<file path="src/rtl/core/beg_pkg.sv">
// Shared types and constants for the button event generator.
package beg_pkg;

    // Widest button count the design supports.
    localparam int MAX_BUTTONS = 16;

    // Configuration port geometry.
    localparam int CFG_IDX_W  = 2;
    localparam int CFG_DATA_W = 16;

    // Width of the button level field in an input transaction.
    localparam int LEVEL_W = 7;

    // Input transaction kinds.
    localparam logic [1:0] KIND_POLL   = 2'd0;
    localparam logic [1:0] KIND_RESYNC = 2'd1;
    localparam logic [1:0] KIND_IDLE   = 2'd2;

    // Result event codes.
    localparam logic [2:0] EV_NONE    = 3'd0;
    localparam logic [2:0] EV_PRESS   = 3'd1;
    localparam logic [2:0] EV_RELEASE = 3'd2;
    localparam logic [2:0] EV_REPEAT  = 3'd3;
    localparam logic [2:0] EV_LONG    = 3'd4;

    // Configuration register indexes.
    localparam logic [CFG_IDX_W-1:0] CFG_REPEAT_MASK     = 2'd0;
    localparam logic [CFG_IDX_W-1:0] CFG_REPEAT_START    = 2'd1;
    localparam logic [CFG_IDX_W-1:0] CFG_REPEAT_INTERVAL = 2'd2;
    localparam logic [CFG_IDX_W-1:0] CFG_LONG_PRESS      = 2'd3;

    // Configuration reset values.
    localparam logic [LEVEL_W-1:0] RST_REPEAT_MASK     = 7'd15;
    localparam logic [15:0]        RST_REPEAT_START    = 16'd500;
    localparam logic [15:0]        RST_REPEAT_INTERVAL = 16'd150;
    localparam logic [15:0]        RST_LONG_PRESS      = 16'd1000;

    // One input transaction.
    typedef struct packed {
        logic [1:0]         kind;
        logic [LEVEL_W-1:0] buttons;
        logic [31:0]        now_ms;
    } t_in_item;

    // One result transaction.
    typedef struct packed {
        logic [2:0]  event_kind;
        logic [2:0]  button;
        logic [31:0] idle_ms;
        logic        last;
    } t_out_item;

endpackage

</file>
<file path="src/rtl/core/button_event_generator_unit.sv">
// Top level of the button event generator: evaluation core and result serializer.
// An accepted transaction's first result appears in the cycle after acceptance when the serializer is free.
// A transaction with k events yields k + 1 results, so up to NUM_BUTTONS + 1;
// the holding register takes one more transaction while the serializer drains the current one.
// Reset: synchronous, active low; clears the valid flags and button timing state and loads the register defaults.
module button_event_generator_unit #(
    parameter int NUM_BUTTONS = 7
) (
    input  logic                            i_clk,
    input  logic                            i_rst_n,
    input  logic                            i_cfg_we,
    input  logic [beg_pkg::CFG_IDX_W-1:0]   i_cfg_idx,
    input  logic [beg_pkg::CFG_DATA_W-1:0]  i_cfg_data,
    input  logic                            i_in_valid,
    output logic                            o_in_ready,
    input  beg_pkg::t_in_item               i_in,
    output logic                            o_out_valid,
    input  logic                            i_out_ready,
    output beg_pkg::t_out_item              o_out
);
    import beg_pkg::*;

    localparam int IDX_W = (NUM_BUTTONS > 1) ? $clog2(NUM_BUTTONS) : 1;

    logic                           in_fire;
    logic                           out_fire;
    logic [NUM_BUTTONS-1:0]         evt_mask;
    logic [NUM_BUTTONS-1:0][2:0]    evt_kind;
    logic [31:0]                    evt_idle;

    // Serializer: current transaction being drained and one held behind it.
    logic                           r_cur_vld;
    logic [NUM_BUTTONS-1:0]         r_cur_pend;
    logic [NUM_BUTTONS-1:0][2:0]    r_cur_kind;
    logic [31:0]                    r_cur_idle;
    logic                           r_hold_vld;
    logic [NUM_BUTTONS-1:0]         r_hold_pend;
    logic [NUM_BUTTONS-1:0][2:0]    r_hold_kind;
    logic [31:0]                    r_hold_idle;

    logic [IDX_W-1:0]               sel;
    logic [3:0]                     sel_wide;
    logic                           cur_done;
    logic                           load_cur;

    assign o_in_ready = !r_hold_vld;
    assign in_fire    = i_in_valid && o_in_ready;
    assign out_fire   = o_out_valid && i_out_ready;

    beg_core #(
        .NUM_BUTTONS (NUM_BUTTONS)
    ) u_core (
        .i_clk      (i_clk),
        .i_rst_n    (i_rst_n),
        .i_cfg_we   (i_cfg_we),
        .i_cfg_idx  (i_cfg_idx),
        .i_cfg_data (i_cfg_data),
        .i_fire     (in_fire),
        .i_item     (i_in),
        .o_evt_mask (evt_mask),
        .o_evt_kind (evt_kind),
        .o_idle_ms  (evt_idle)
    );

    // Lowest pending button goes out first.
    always_comb begin
        sel = '0;
        for (int i = NUM_BUTTONS - 1; i >= 0; i--) begin
            if (r_cur_pend[i]) begin
                sel = IDX_W'(i);
            end
        end
    end
    assign sel_wide = 4'(sel);

    // Result payload: an event while any remain, then the closing status result.
    always_comb begin
        o_out_valid = r_cur_vld;
        if (|r_cur_pend) begin
            o_out.event_kind = r_cur_kind[sel];
            o_out.button     = sel_wide[2:0];
            o_out.idle_ms    = 32'd0;
            o_out.last       = 1'b0;
        end else begin
            o_out.event_kind = EV_NONE;
            o_out.button     = 3'd0;
            o_out.idle_ms    = r_cur_idle;
            o_out.last       = 1'b1;
        end
    end

    assign cur_done = out_fire && !(|r_cur_pend);
    assign load_cur = !r_cur_vld || cur_done;

    // Serializer control.
    always_ff @(posedge i_clk) begin
        if (!i_rst_n) begin
            r_cur_vld  <= 1'b0;
            r_hold_vld <= 1'b0;
        end else if (load_cur) begin
            r_cur_vld  <= r_hold_vld || in_fire;
            r_hold_vld <= 1'b0;
        end else if (in_fire) begin
            r_hold_vld <= 1'b1;
        end
    end

    // Serializer payload.
    always_ff @(posedge i_clk) begin
        if (load_cur) begin
            if (r_hold_vld) begin
                r_cur_pend <= r_hold_pend;
                r_cur_kind <= r_hold_kind;
                r_cur_idle <= r_hold_idle;
            end else begin
                r_cur_pend <= evt_mask;
                r_cur_kind <= evt_kind;
                r_cur_idle <= evt_idle;
            end
        end else begin
            if (out_fire) begin
                r_cur_pend <= r_cur_pend & (r_cur_pend - NUM_BUTTONS'(1));
            end
            if (in_fire) begin
                r_hold_pend <= evt_mask;
                r_hold_kind <= evt_kind;
                r_hold_idle <= evt_idle;
            end
        end
    end

`ifndef SYNTHESIS
    // A held transaction always sits behind one being drained.
    a_hold_behind_cur: assert property (@(posedge i_clk) disable iff (!i_rst_n)
        r_hold_vld |-> r_cur_vld)
        else $error("holding register full while serializer is empty");

    // An accepted transaction always leaves something to deliver.
    a_accept_gives_result: assert property (@(posedge i_clk) disable iff (!i_rst_n)
        in_fire |=> r_cur_vld)
        else $error("accepted transaction produced no pending result");

    // Event results never carry the closing flag or an idle time.
    a_event_shape: assert property (@(posedge i_clk) disable iff (!i_rst_n)
        (o_out_valid && (o_out.event_kind != EV_NONE))
            |-> (!o_out.last && (o_out.idle_ms == 32'd0)))
        else $error("event result carries status fields");
`endif

endmodule

</file>
<file path="src/rtl/core/beg_core.sv">
// Per-button event evaluation, button timing state and configuration registers.
module beg_core #(
    parameter int NUM_BUTTONS = 7
) (
    input  logic                             i_clk,
    input  logic                             i_rst_n,
    input  logic                             i_cfg_we,
    input  logic [beg_pkg::CFG_IDX_W-1:0]    i_cfg_idx,
    input  logic [beg_pkg::CFG_DATA_W-1:0]   i_cfg_data,
    input  logic                             i_fire,
    input  beg_pkg::t_in_item                i_item,
    output logic [NUM_BUTTONS-1:0]           o_evt_mask,
    output logic [NUM_BUTTONS-1:0][2:0]      o_evt_kind,
    output logic [31:0]                      o_idle_ms
);
    import beg_pkg::*;

    // Configuration registers.
    logic [LEVEL_W-1:0] r_repeat_mask;
    logic [15:0]        r_repeat_start;
    logic [15:0]        r_repeat_interval;
    logic [15:0]        r_long_press;

    // Button timing state.
    logic [NUM_BUTTONS-1:0]       r_prev;
    logic [NUM_BUTTONS-1:0][31:0] r_press_time;
    logic [NUM_BUTTONS-1:0][31:0] r_repeat_time;
    logic [NUM_BUTTONS-1:0]       r_long_done;
    logic [31:0]                  r_activity;

    logic [MAX_BUTTONS-1:0] lvl_pad;
    logic [MAX_BUTTONS-1:0] mask_pad;
    logic [NUM_BUTTONS-1:0] lvl;
    logic [NUM_BUTTONS-1:0] rep_en;
    logic [NUM_BUTTONS-1:0] ev_press;
    logic [NUM_BUTTONS-1:0] ev_release;
    logic [NUM_BUTTONS-1:0] ev_repeat;
    logic [NUM_BUTTONS-1:0] ev_long;
    logic                   is_poll;
    logic                   any_activity;
    logic                   idle_zero;

    // Buttons beyond the level field read as released and as long-press buttons.
    assign lvl_pad  = MAX_BUTTONS'(i_item.buttons);
    assign mask_pad = MAX_BUTTONS'(r_repeat_mask);
    assign lvl      = lvl_pad[NUM_BUTTONS-1:0];
    assign rep_en   = mask_pad[NUM_BUTTONS-1:0];
    assign is_poll  = (i_item.kind == KIND_POLL);

    // Per-button lanes: edge detection and hold timing, all in parallel.
    always_comb begin
        logic [31:0] since_rep;
        logic [31:0] since_press;
        logic [15:0] thr;
        for (int i = 0; i < NUM_BUTTONS; i++) begin
            since_rep     = i_item.now_ms - r_repeat_time[i];
            since_press   = i_item.now_ms - r_press_time[i];
            thr           = (r_repeat_time[i] == r_press_time[i]) ? r_repeat_start
                                                                  : r_repeat_interval;
            ev_press[i]   = is_poll && lvl[i] && !r_prev[i];
            ev_release[i] = is_poll && !lvl[i] && r_prev[i];
            ev_repeat[i]  = is_poll && lvl[i] && r_prev[i] && rep_en[i]
                            && (since_rep >= 32'(thr));
            ev_long[i]    = is_poll && lvl[i] && r_prev[i] && !rep_en[i]
                            && !r_long_done[i] && (since_press >= 32'(r_long_press));
            o_evt_mask[i] = ev_press[i] | ev_release[i] | ev_repeat[i] | ev_long[i];
            if (ev_press[i]) begin
                o_evt_kind[i] = EV_PRESS;
            end else if (ev_release[i]) begin
                o_evt_kind[i] = EV_RELEASE;
            end else if (ev_repeat[i]) begin
                o_evt_kind[i] = EV_REPEAT;
            end else if (ev_long[i]) begin
                o_evt_kind[i] = EV_LONG;
            end else begin
                o_evt_kind[i] = EV_NONE;
            end
        end
    end

    // Idle time: zero when this transaction refreshes the activity time.
    assign any_activity = |(ev_press | ev_release | ev_repeat);
    assign idle_zero    = any_activity || (i_item.kind == KIND_IDLE);
    assign o_idle_ms    = idle_zero ? 32'd0 : (i_item.now_ms - r_activity);

    // Configuration writes.
    always_ff @(posedge i_clk) begin
        if (!i_rst_n) begin
            r_repeat_mask     <= RST_REPEAT_MASK;
            r_repeat_start    <= RST_REPEAT_START;
            r_repeat_interval <= RST_REPEAT_INTERVAL;
            r_long_press      <= RST_LONG_PRESS;
        end else if (i_cfg_we) begin
            unique case (i_cfg_idx)
                CFG_REPEAT_MASK:     r_repeat_mask     <= i_cfg_data[LEVEL_W-1:0];
                CFG_REPEAT_START:    r_repeat_start    <= i_cfg_data;
                CFG_REPEAT_INTERVAL: r_repeat_interval <= i_cfg_data;
                CFG_LONG_PRESS:      r_long_press      <= i_cfg_data;
                default: ;
            endcase
        end
    end

    // State update on each accepted transaction.
    always_ff @(posedge i_clk) begin
        if (!i_rst_n) begin
            r_prev        <= '0;
            r_press_time  <= '0;
            r_repeat_time <= '0;
            r_long_done   <= '0;
            r_activity    <= '0;
        end else if (i_fire) begin
            if (is_poll || (i_item.kind == KIND_RESYNC)) begin
                r_prev <= lvl;
            end
            if (idle_zero) begin
                r_activity <= i_item.now_ms;
            end
            for (int i = 0; i < NUM_BUTTONS; i++) begin
                if (ev_press[i]) begin
                    r_press_time[i]  <= i_item.now_ms;
                    r_repeat_time[i] <= i_item.now_ms;
                    r_long_done[i]   <= 1'b0;
                end else if (ev_repeat[i]) begin
                    r_repeat_time[i] <= i_item.now_ms;
                end else if (ev_long[i]) begin
                    r_long_done[i]   <= 1'b1;
                end
            end
        end
    end

endmodule
</file>
<file path="config.mk">
export PLATFORM = sky130hd
export DESIGN_NAME = button_event_generator_unit
export DESIGN_NICKNAME = d
export VERILOG_FILES = /design/src/rtl/core/beg_pkg.sv /design/src/rtl/core/button_event_generator_unit.sv /design/src/rtl/core/beg_core.sv
export SDC_FILE = /design/constraint.sdc
export NUM_CORES = 2
export LEC_CHECK = 0
export BUFFER_PORTS_ARGS = -buffer_cell sky130_fd_sc_hd__buf_4
export CELL_PAD_IN_SITES_DETAIL_PLACEMENT = 1
export CELL_PAD_IN_SITES_GLOBAL_PLACEMENT = 1
export CORE_ASPECT_RATIO = 1.75
export CORE_MARGIN = 5
export CORE_UTILIZATION = 45
export DETAILED_ROUTE_END_ITERATION = 10
export PLACE_DENSITY = 0.88
export REMOVE_ABC_BUFFERS = 1
export SYNTH_ARGS = -nofsm -noshare
export SYNTH_HDL_FRONTEND = slang
export SYNTH_SLANG_ARGS = --single-unit
</file>
<file path="constraint.sdc">
create_clock -name i_clk -period 6.3 [get_ports i_clk]
set_clock_uncertainty 0.05 [all_clocks]
set_input_delay 0.945 -clock i_clk [delete_from_list [all_inputs] [get_ports i_clk]]
set_output_delay 0.945 -clock i_clk [all_outputs]
set_load 0.005 [all_outputs]
</file>
# Yosys cells after proc, flatten, opt, wreduce, memory -nomap -nowiden
# Index checks and enable logic that the tools add are counted.
dict set report word_totals {
  mem_count 0
  out_inout_bits 41
  ramBits 0
  latchBits 0
  regBits 671
  romBits 0
}
dict set report op_classes {
  div_mod_pow 0
  mux 86
  mul 0
  order_cmp 15
  bitwise 26
  n_eq_ne 19
  n_reduce_logical 156
  n_shift 0
  n_addsub 16
}
# cell count
set ops {}
lappend ops {{2-to-1 mux 32 bit} 16}
lappend ops {{subtractor 32 bit} 15}
lappend ops {{>= comparator 32 x 16 -> 1 bit} 14}
lappend ops {{equality test 32 bit} 7}
lappend ops {{2-to-1 mux 16 bit} 7}
lappend ops {{2-to-1 mux 3 bit} 36}
lappend ops {{logical AND 1 bit} 73}
lappend ops {{AND reduction 2 bit} 21}
lappend ops {{2-to-1 mux 39 bit} 1}
lappend ops {{logical NOT 1 bit} 31}
lappend ops {{nonzero test 2 bit} 15}
lappend ops {{2-to-1 mux 1 bit} 21}
lappend ops {{2-to-1 mux 21 bit} 1}
lappend ops {{2-to-1 mux 7 bit} 3}
lappend ops {{OR 1 bit} 21}
lappend ops {{AND reduction 3 bit} 7}
lappend ops {{inequality test 2 x 1 -> 1 bit, second input constant} 7}
lappend ops {{OR 7 bit} 2}
lappend ops {{OR reduction 7 bit} 2}
lappend ops {{binary-select mux 3 bit (select 3 bit)} 1}
lappend ops {{bitwise AND 7 bit} 1}
lappend ops {{subtractor 7 x 1 -> 7 bit, second input constant} 1}
lappend ops {{equality test 2 bit, second input constant} 3}
lappend ops {{equality test 2 x 1 -> 1 bit, second input constant} 2}
lappend ops {{5 further kinds} 10}

# Logic depth before layout (Yosys ltp)
dict set report depth {
  depth_word 11
  mapped_depth 29
  mapped_depth_nobuf 25
}

# By module
# From an unflattened synthesis, not the netlist that was laid out.
dict set report unflattened {
  hier_cells 7980
  area_unflattened_um2 62012.0
}
# mod seq_area_each_um2 cells_per_inst area_each_um2 instances
set by_module_without_submodules {}
lappend by_module_without_submodules {beg_core 10990.5 7693 57004.7 1}
lappend by_module_without_submodules {button_event_generator_unit 3643.5 287 5007.3 1}

# Worst setup path before layout
# OpenSTA, ideal clock, no wires.
dict set report synth_timing {
  path_type {input-to-reg}
  start {in i_in[0] (netlist name)}
  end {reg r_cur_idle[13] (data pin)}
  cell_stages 25
  path_buffers 4
  slack_ps -274
  arrival_time_ps 6359
  path_cell_list {clkbuf_1 > inv_1 > ha_1 > fa_1 > nand2b_1 > a21o_1 > a2111oi_0 > nor3_1 > xnor2_1 > ha_1 > o21ai_0 > nor2_1 > nor4_1 > o221ai_1 > or4_1 > nor4_1 > nand4_1 > o21ai_1 > o211ai_1 > nor4bb_1 > buf_4 > nand2b_4 > buf_6 > buf_6 > o31ai_2}
}
dict set report synth_between {
  elab_chain_cells 8
  word_cells_on_any_way 27
  classes_between {add/sub (8); order compare (7); mux (2); bitwise (1); reduce/logical (9)}
}
# element line
set synth_lines {}
lappend synth_lines {{start, declared} button_event_generator_unit.sv:16} ;# input beg_pkg::t_in_item i_in,
lappend synth_lines {{subtractor 32 bit} beg_core.sv:56} ;# since_rep = i_item.now_ms - r_repeat_time[i];
lappend synth_lines {{>= comparator 32 x 16 -> 1 bit} beg_core.sv:63} ;# && (since_rep >= 32'(thr));
lappend synth_lines {{logical AND 1 bit} beg_core.sv:63}
lappend synth_lines {{OR 7 bit} beg_core.sv:82} ;# assign any_activity = |(ev_press | ev_release | ev_repeat);
lappend synth_lines {{OR reduction 7 bit} beg_core.sv:82}
lappend synth_lines {{logical OR 1 bit} beg_core.sv:83} ;# assign idle_zero = any_activity || (i_item.kind == KIND_IDLE);
lappend synth_lines {{2-to-1 mux 32 bit (*)} beg_core.sv:84} ;# assign o_idle_ms = idle_zero ? 32'd0 : (i_item.now_ms - r_activity);
lappend synth_lines {{2-to-1 mux 32 bit (*)} button_event_generator_unit.sv:111} ;# if (r_hold_vld) begin
lappend synth_lines {{end signal, assigned} button_event_generator_unit.sv:114} ;# r_cur_idle <= r_hold_idle;
lappend synth_lines {{end signal, assigned} button_event_generator_unit.sv:118} ;# r_cur_idle <= evt_idle;
lappend synth_lines {{end, declared} button_event_generator_unit.sv:35} ;# logic [31:0] r_cur_idle;
# Mark *: on every way between the ends. The rest lies on a longest branch, timed or not.
# A chain may end at the register's enable or synchronous reset.

# Final worst setup path
dict set report layout_timing {
  start {reg u_core.r_repeat_time[129] (netlist name)}
  end {reg r_cur_idle[7] (data pin)}
}
dict set report layout_between {
  elab_chain_cells 9
  word_cells_on_any_way 10
  classes_between {add/sub (1); order compare (1); eq/ne (1); mux (3); bitwise (1); reduce/logical (3)}
}
# element line
set layout_lines {}
lappend layout_lines {{start, declared} beg_core.sv:27} ;# logic [NUM_BUTTONS-1:0][31:0] r_repeat_time;
lappend layout_lines {{start signal, assigned by index} beg_core.sv:122} ;# r_repeat_time[i] <= i_item.now_ms;
lappend layout_lines {{start signal, assigned by index} beg_core.sv:125} ;# r_repeat_time[i] <= i_item.now_ms;
lappend layout_lines {{branches (longest 2 deep; another with subtractor 32 bit)} --}
lappend layout_lines {{>= comparator 32 x 16 -> 1 bit (*)} beg_core.sv:63}
lappend layout_lines {{logical AND 1 bit (*)} beg_core.sv:63}
lappend layout_lines {{OR 7 bit (*)} beg_core.sv:82}
lappend layout_lines {{OR reduction 7 bit (*)} beg_core.sv:82}
lappend layout_lines {{logical OR 1 bit (*)} beg_core.sv:83}
lappend layout_lines {{2-to-1 mux 32 bit (*)} beg_core.sv:84}
lappend layout_lines {{2-to-1 mux 32 bit (*)} button_event_generator_unit.sv:111}
# Every way passes the cells marked *.

==> flow_results.org <==
** STA
- The worst pin sits at a relative slew slack of 9.064%.
- Setup violations remaining at the end of the flow were counted as 17.
- RSZ-0062 raised after global routing :: yes
- The worst path uses 100.9% of the clock period.
- Transition time at the pin with the least slew margin :: 1.363 ns
- F_max :: 0.1573 GHz
- Hold_ws :: 0.4360 ns
- After layout, the minimum clock period comes to 6.355 ns.
- Final hold violation count :: 0
- Post-route setup slack :: -0.05531 ns
- The max-slew violation count was 0.

** Drt
- Wires add up to 290500 um.
- Via count :: 66.49k
- Routed via count divided by cell count :: 6.320
- Mean routed wirelength per cell :: 27.61 um
- The detailed router finished its first iteration with 4766 violations.
- DRT antenna net count :: 0
- DRC :: 0
- The first TritonRoute pass finished after 8 iterations.

** Synth
- Synthesized flop and latch total :: 671
- Ranking of synthesized cells by area :: dfxtp_1 17%, ha_1 14%, nand2_1 6.0%
- After synthesis, the share of flip-flops with an asynchronous set or reset is 0%.
- Dominant cell type by area after synthesis :: dfxtp_1
- Number of enable-type register cells in the synthesized netlist :: 120
- The cell count after synthesis came out at 8143.
- After synthesis the cells add up to 0.06326 mm2.
- Yosys printed 0 warnings.
- Cell with the most instances after synthesis :: nand2_1
- Dominant synthesized flop cell :: dfxtp_1
- Count of cell types in the netlist :: 96
- In this run the mean area of a mapped cell was 7.768 um2.
- The synthesized design devotes to its leading area cell type 17.44% of total area.
- After synthesis, the most frequently instantiated cells are 1017 x nand2_1, 689 x ha_1, 622 x a21oi_1, 599 x inv_1, 551 x dfxtp_1.
- Of the synthesized area, sequential elements account for 23.13%.

** CTS
- TritonCTS clock tree :: done
- In this run, CTS created clock tree buffers numbering 73.
- Sink count of the clock tree :: 671
- Htree depth :: 3
- Clock-pin slew of the registers on the worst-case setup and hold paths :: 0.07 ns
- Deepest clock path buffer count :: 3
- The tree is rooted in a clkbuf_16.
- The clock reaches the later pin of the worst-skew pair after 0.72 ns.

** Worst setup path
- STA classifies the critical path endpoint as a flip-flop.
- For flop-to-flop paths, the worst setup slack is -0.06 ns.
- Cell depth of the worst flop-to-flop path :: 20
- In this run the critical register-to-register path is captured at r_cur_idle[7].
- The setup path with the least slack is of type flip-flop to flip-flop.
- Critical Path RT :: 6.77 ns
- Signal arrival time at the worst endpoint :: 6.82 ns
- Of all nets on the critical path, the largest fanout is 13.
- The worst register-to-register path begins at u_core.r_repeat_time[129].
- Worst Setup Start Kind :: flip-flop

** Global route
- Global routing consumed, over all layers together, 36.88% of the routing resources.
- Via count of the first global-routing pass :: 70.92k
- Entering global routing, the biggest net connects 223 pins.
- The total overflow left after global routing is 0.
- The first global-routing pass estimated 424700 um of wire.
- The initial antenna violation count was 20.

** Final layout
- Combined area of the multi-input logic cells :: 0.04548 mm2
- The area growth from synthesis to layout is 15.98%.
- After the last flow step, the layout net total stands at 9376.
- Cells with a size suffix above 1 make up 12.81% of the layout.
- # fillers :: 17.21k
- Final cell utilization of the core :: 52.30%
- In the final layout, flip-flops and latches occupy 0.01464 mm2.
- Post-route standard cell area excluding fillers :: 0.07337 mm2

** Outcome
- Violated checks :: setup timing
- Result of the run :: finished, violations left

** Floorplan
- The initial utilization of the core area, before any placement, comes to 45.10%.
- Floorplan core area :: 0.1403 mm2
- For this design the top-level I/O count stands at 105.
- The die covers 0.1485 mm2.
- After floorplanning, the core was divided into 182 placement rows.
- Width of the die :: 293.4 um
- Height of the die :: 506.0 um

** Worst hold path
- Launch point of the worst hold path :: u_core.r_long_press[15]
- Instance count along the most critical hold path :: 2
- The worst hold path terminates at u_core.r_long_press[15].
- Worst Hold Class :: flip-flop to flip-flop

** Power
- Switch Pwr :: 5.542 mW
- Combinational logic burns 36.7% of the power.
- Power Density :: 199.3 mW/mm2
- Internal power comes to 9.076 mW.
- For this design the static power due to leakage is 28.85 nW.
- In this run, the clock network consumes 30.8% of the power.
- Sequential share of power :: 32.5%
- Net switching is 37.91% of the power.
- IR analysis of the VDD net gives a maximum drop of 0.2117 mV.

** Placement
- The wire-length estimate of the detail-placed layout is 219200 um.
- Once placement finished, the instance area stood at 0.07025 mm2.
- Port buffering added 104 buffers.
- The congestion estimate from routability-driven global placement came to 0.9842.
- OpenSTA, run right after detailed placement, puts the worst setup slack at -0.9015 ns.

** Flow run
- Number of max-capacitance violations reported :: 0
worst max-delay path, stage by stage, from the launching register on:
cell	delay, ns
dfxtp_1	0.37
xnor2_1	0.57
nand4_1	0.19
nor4_1	0.52
nand2_1	0.37
buf_4	0.33
mux2i_1	0.50
ha_1	0.40
a21o_1	0.23
a211o_1	0.32
a41oi_1	0.24
nor3_1	0.10
buf_4	0.15
nor3_1	0.24
and4_1	0.29
buf_12	0.14
a31oi_4	0.11
or2_4	0.36
nand2b_4	0.25
buf_12	0.19
o31ai_2	0.25
cell usage in the layout, fill, tap and decap left out, types with 25 or more instances in the layout:
| cell | Yosys | layout |
|---|---|---|
| o21ai_1 | 20 | 25 |
| ha_1 | 689 | 685 |
| mux2_2 | 32 | 32 |
| edfxtp_1 | 120 | 120 |
| o22ai_1 | 25 | 25 |
| nand4_1 | 156 | 156 |
| nor3_1 | 138 | 137 |
| buf_12 | 0 | 27 |
| a211o_1 | 32 | 32 |
| o21a_1 | 107 | 107 |
| nand2_1 | 1017 | 1016 |
| dfxtp_1 | 551 | 550 |
| nand3_1 | 123 | 123 |
| clkbuf_16 | 0 | 77 |
| and2_1 | 72 | 70 |
| o21bai_1 | 52 | 52 |
| a211oi_1 | 73 | 67 |
| nor2_1 | 490 | 478 |
| inv_1 | 599 | 597 |
| a21oi_1 | 622 | 605 |
| or3_1 | 34 | 34 |
| a31oi_1 | 62 | 61 |
| xor2_1 | 120 | 119 |
| o211ai_1 | 68 | 68 |
| a21o_1 | 206 | 205 |
| nand2b_1 | 91 | 87 |
| o21ai_0 | 324 | 315 |
| a21boi_0 | 272 | 271 |
| xnor2_1 | 407 | 406 |
| mux2i_1 | 348 | 348 |
| nor2b_1 | 301 | 300 |
| o31ai_2 | 28 | 29 |
| buf_4 | 6 | 734 |
| nor4_1 | 55 | 41 |
| and3_1 | 78 | 78 |
routing by layer:
layer,track usage (%),wire (um)
met1,37.54,100600
met2,62.74,136600
met3,7.080,18810
met4,34.80,34460
met5,0,30
area by class of cell:
cell class	instances	area share [%]
Multi-Input combinational cell	6483	61.99
Tap cell	1840	3.138
Clock inverter	44	0.5440
Timing Repair Buffer	779	8.590
Inverter	600	3.075
Sequential cell	671	19.95
Clock buffer	88	2.664
Antenna cell	15	0.05116
power by group through the flow:
stage / registers (mW) / clock network (mW) / logic (mW)
floorplan: 4.76 / 0 / 3.05
global placement: 4.83 / 0 / 4.82
detailed placement: 4.84 / 0 / 5.05
CTS: 4.75 / 4.52 / 5.14
global route: 4.76 / 4.68 / 5.72
finish: 4.76 / 4.50 / 5.36
state kept, by name, summed over array words and instances, names as in the netlist:
| register | cells |
|---|---|
| r_cur_idle | 32 |
| r_hold_idle | 32 |
| u_core.r_repeat_time | 224 |
| r_hold_pend | 7 |
| r_cur_pend | 7 |
| r_cur_kind | 21 |
| u_core.r_long_press | 16 |
| u_core.r_repeat_mask | 7 |
| o_out_valid | 1 |
| u_core.r_long_done | 7 |
| u_core.r_activity | 32 |
| u_core.r_press_time | 224 |
| u_core.r_prev | 7 |
| r_hold_kind | 21 |
| u_core.r_repeat_start | 16 |
| r_hold_vld | 1 |
| u_core.r_repeat_interval | 16 |
how the worst max path moves through the flow:
stage | startpoint | to | slack [ns]
floorplan | i_in[0] | r_cur_idle[18] | -5.82
global placement | i_in[0] | r_hold_idle[28] | -0.65
detailed placement | i_in[0] | r_hold_idle[30] | -0.90
CTS | i_in[0] | r_cur_pend[1] | 0.01
global route | i_in[0] | r_cur_idle[7] | -0.12
finish | u_core.r_repeat_time[129] | r_cur_idle[7] | -0.06
logic make-up after synthesis:
logic type / share of synthesized area, %
buffers and inverters: 6.001
AOI/OAI and AO/OA: 23.00
and+or+nand+nor: 20.37
muxes: 6.094
xor gates and xnor gates: 7.297
DFF: 23.13
adders and majority gates: 14.10
metrics by stage:
stage	std cells	power (mW)	TNS [ns]
2_1_floorplan	7753	7.812	-632.19
3_3_place_gp	10360	9.645	-75.76
3_5_place_dp	10360	9.883	-116.97
4_1_cts	10490	14.40	0
5_1_grt	10510	15.16	-1.969
6_report	10520	14.62	-0.2902
repair_timing:
item	CTS	global route
resized for setup	14	112
cloned	0	4
buffers inserted	1	11
hold buffers	0	0
hold endpoints to repair	0	0
pin swaps	2	38
setup endpoints to repair	97	138
(Power assumes the default switching activity.)
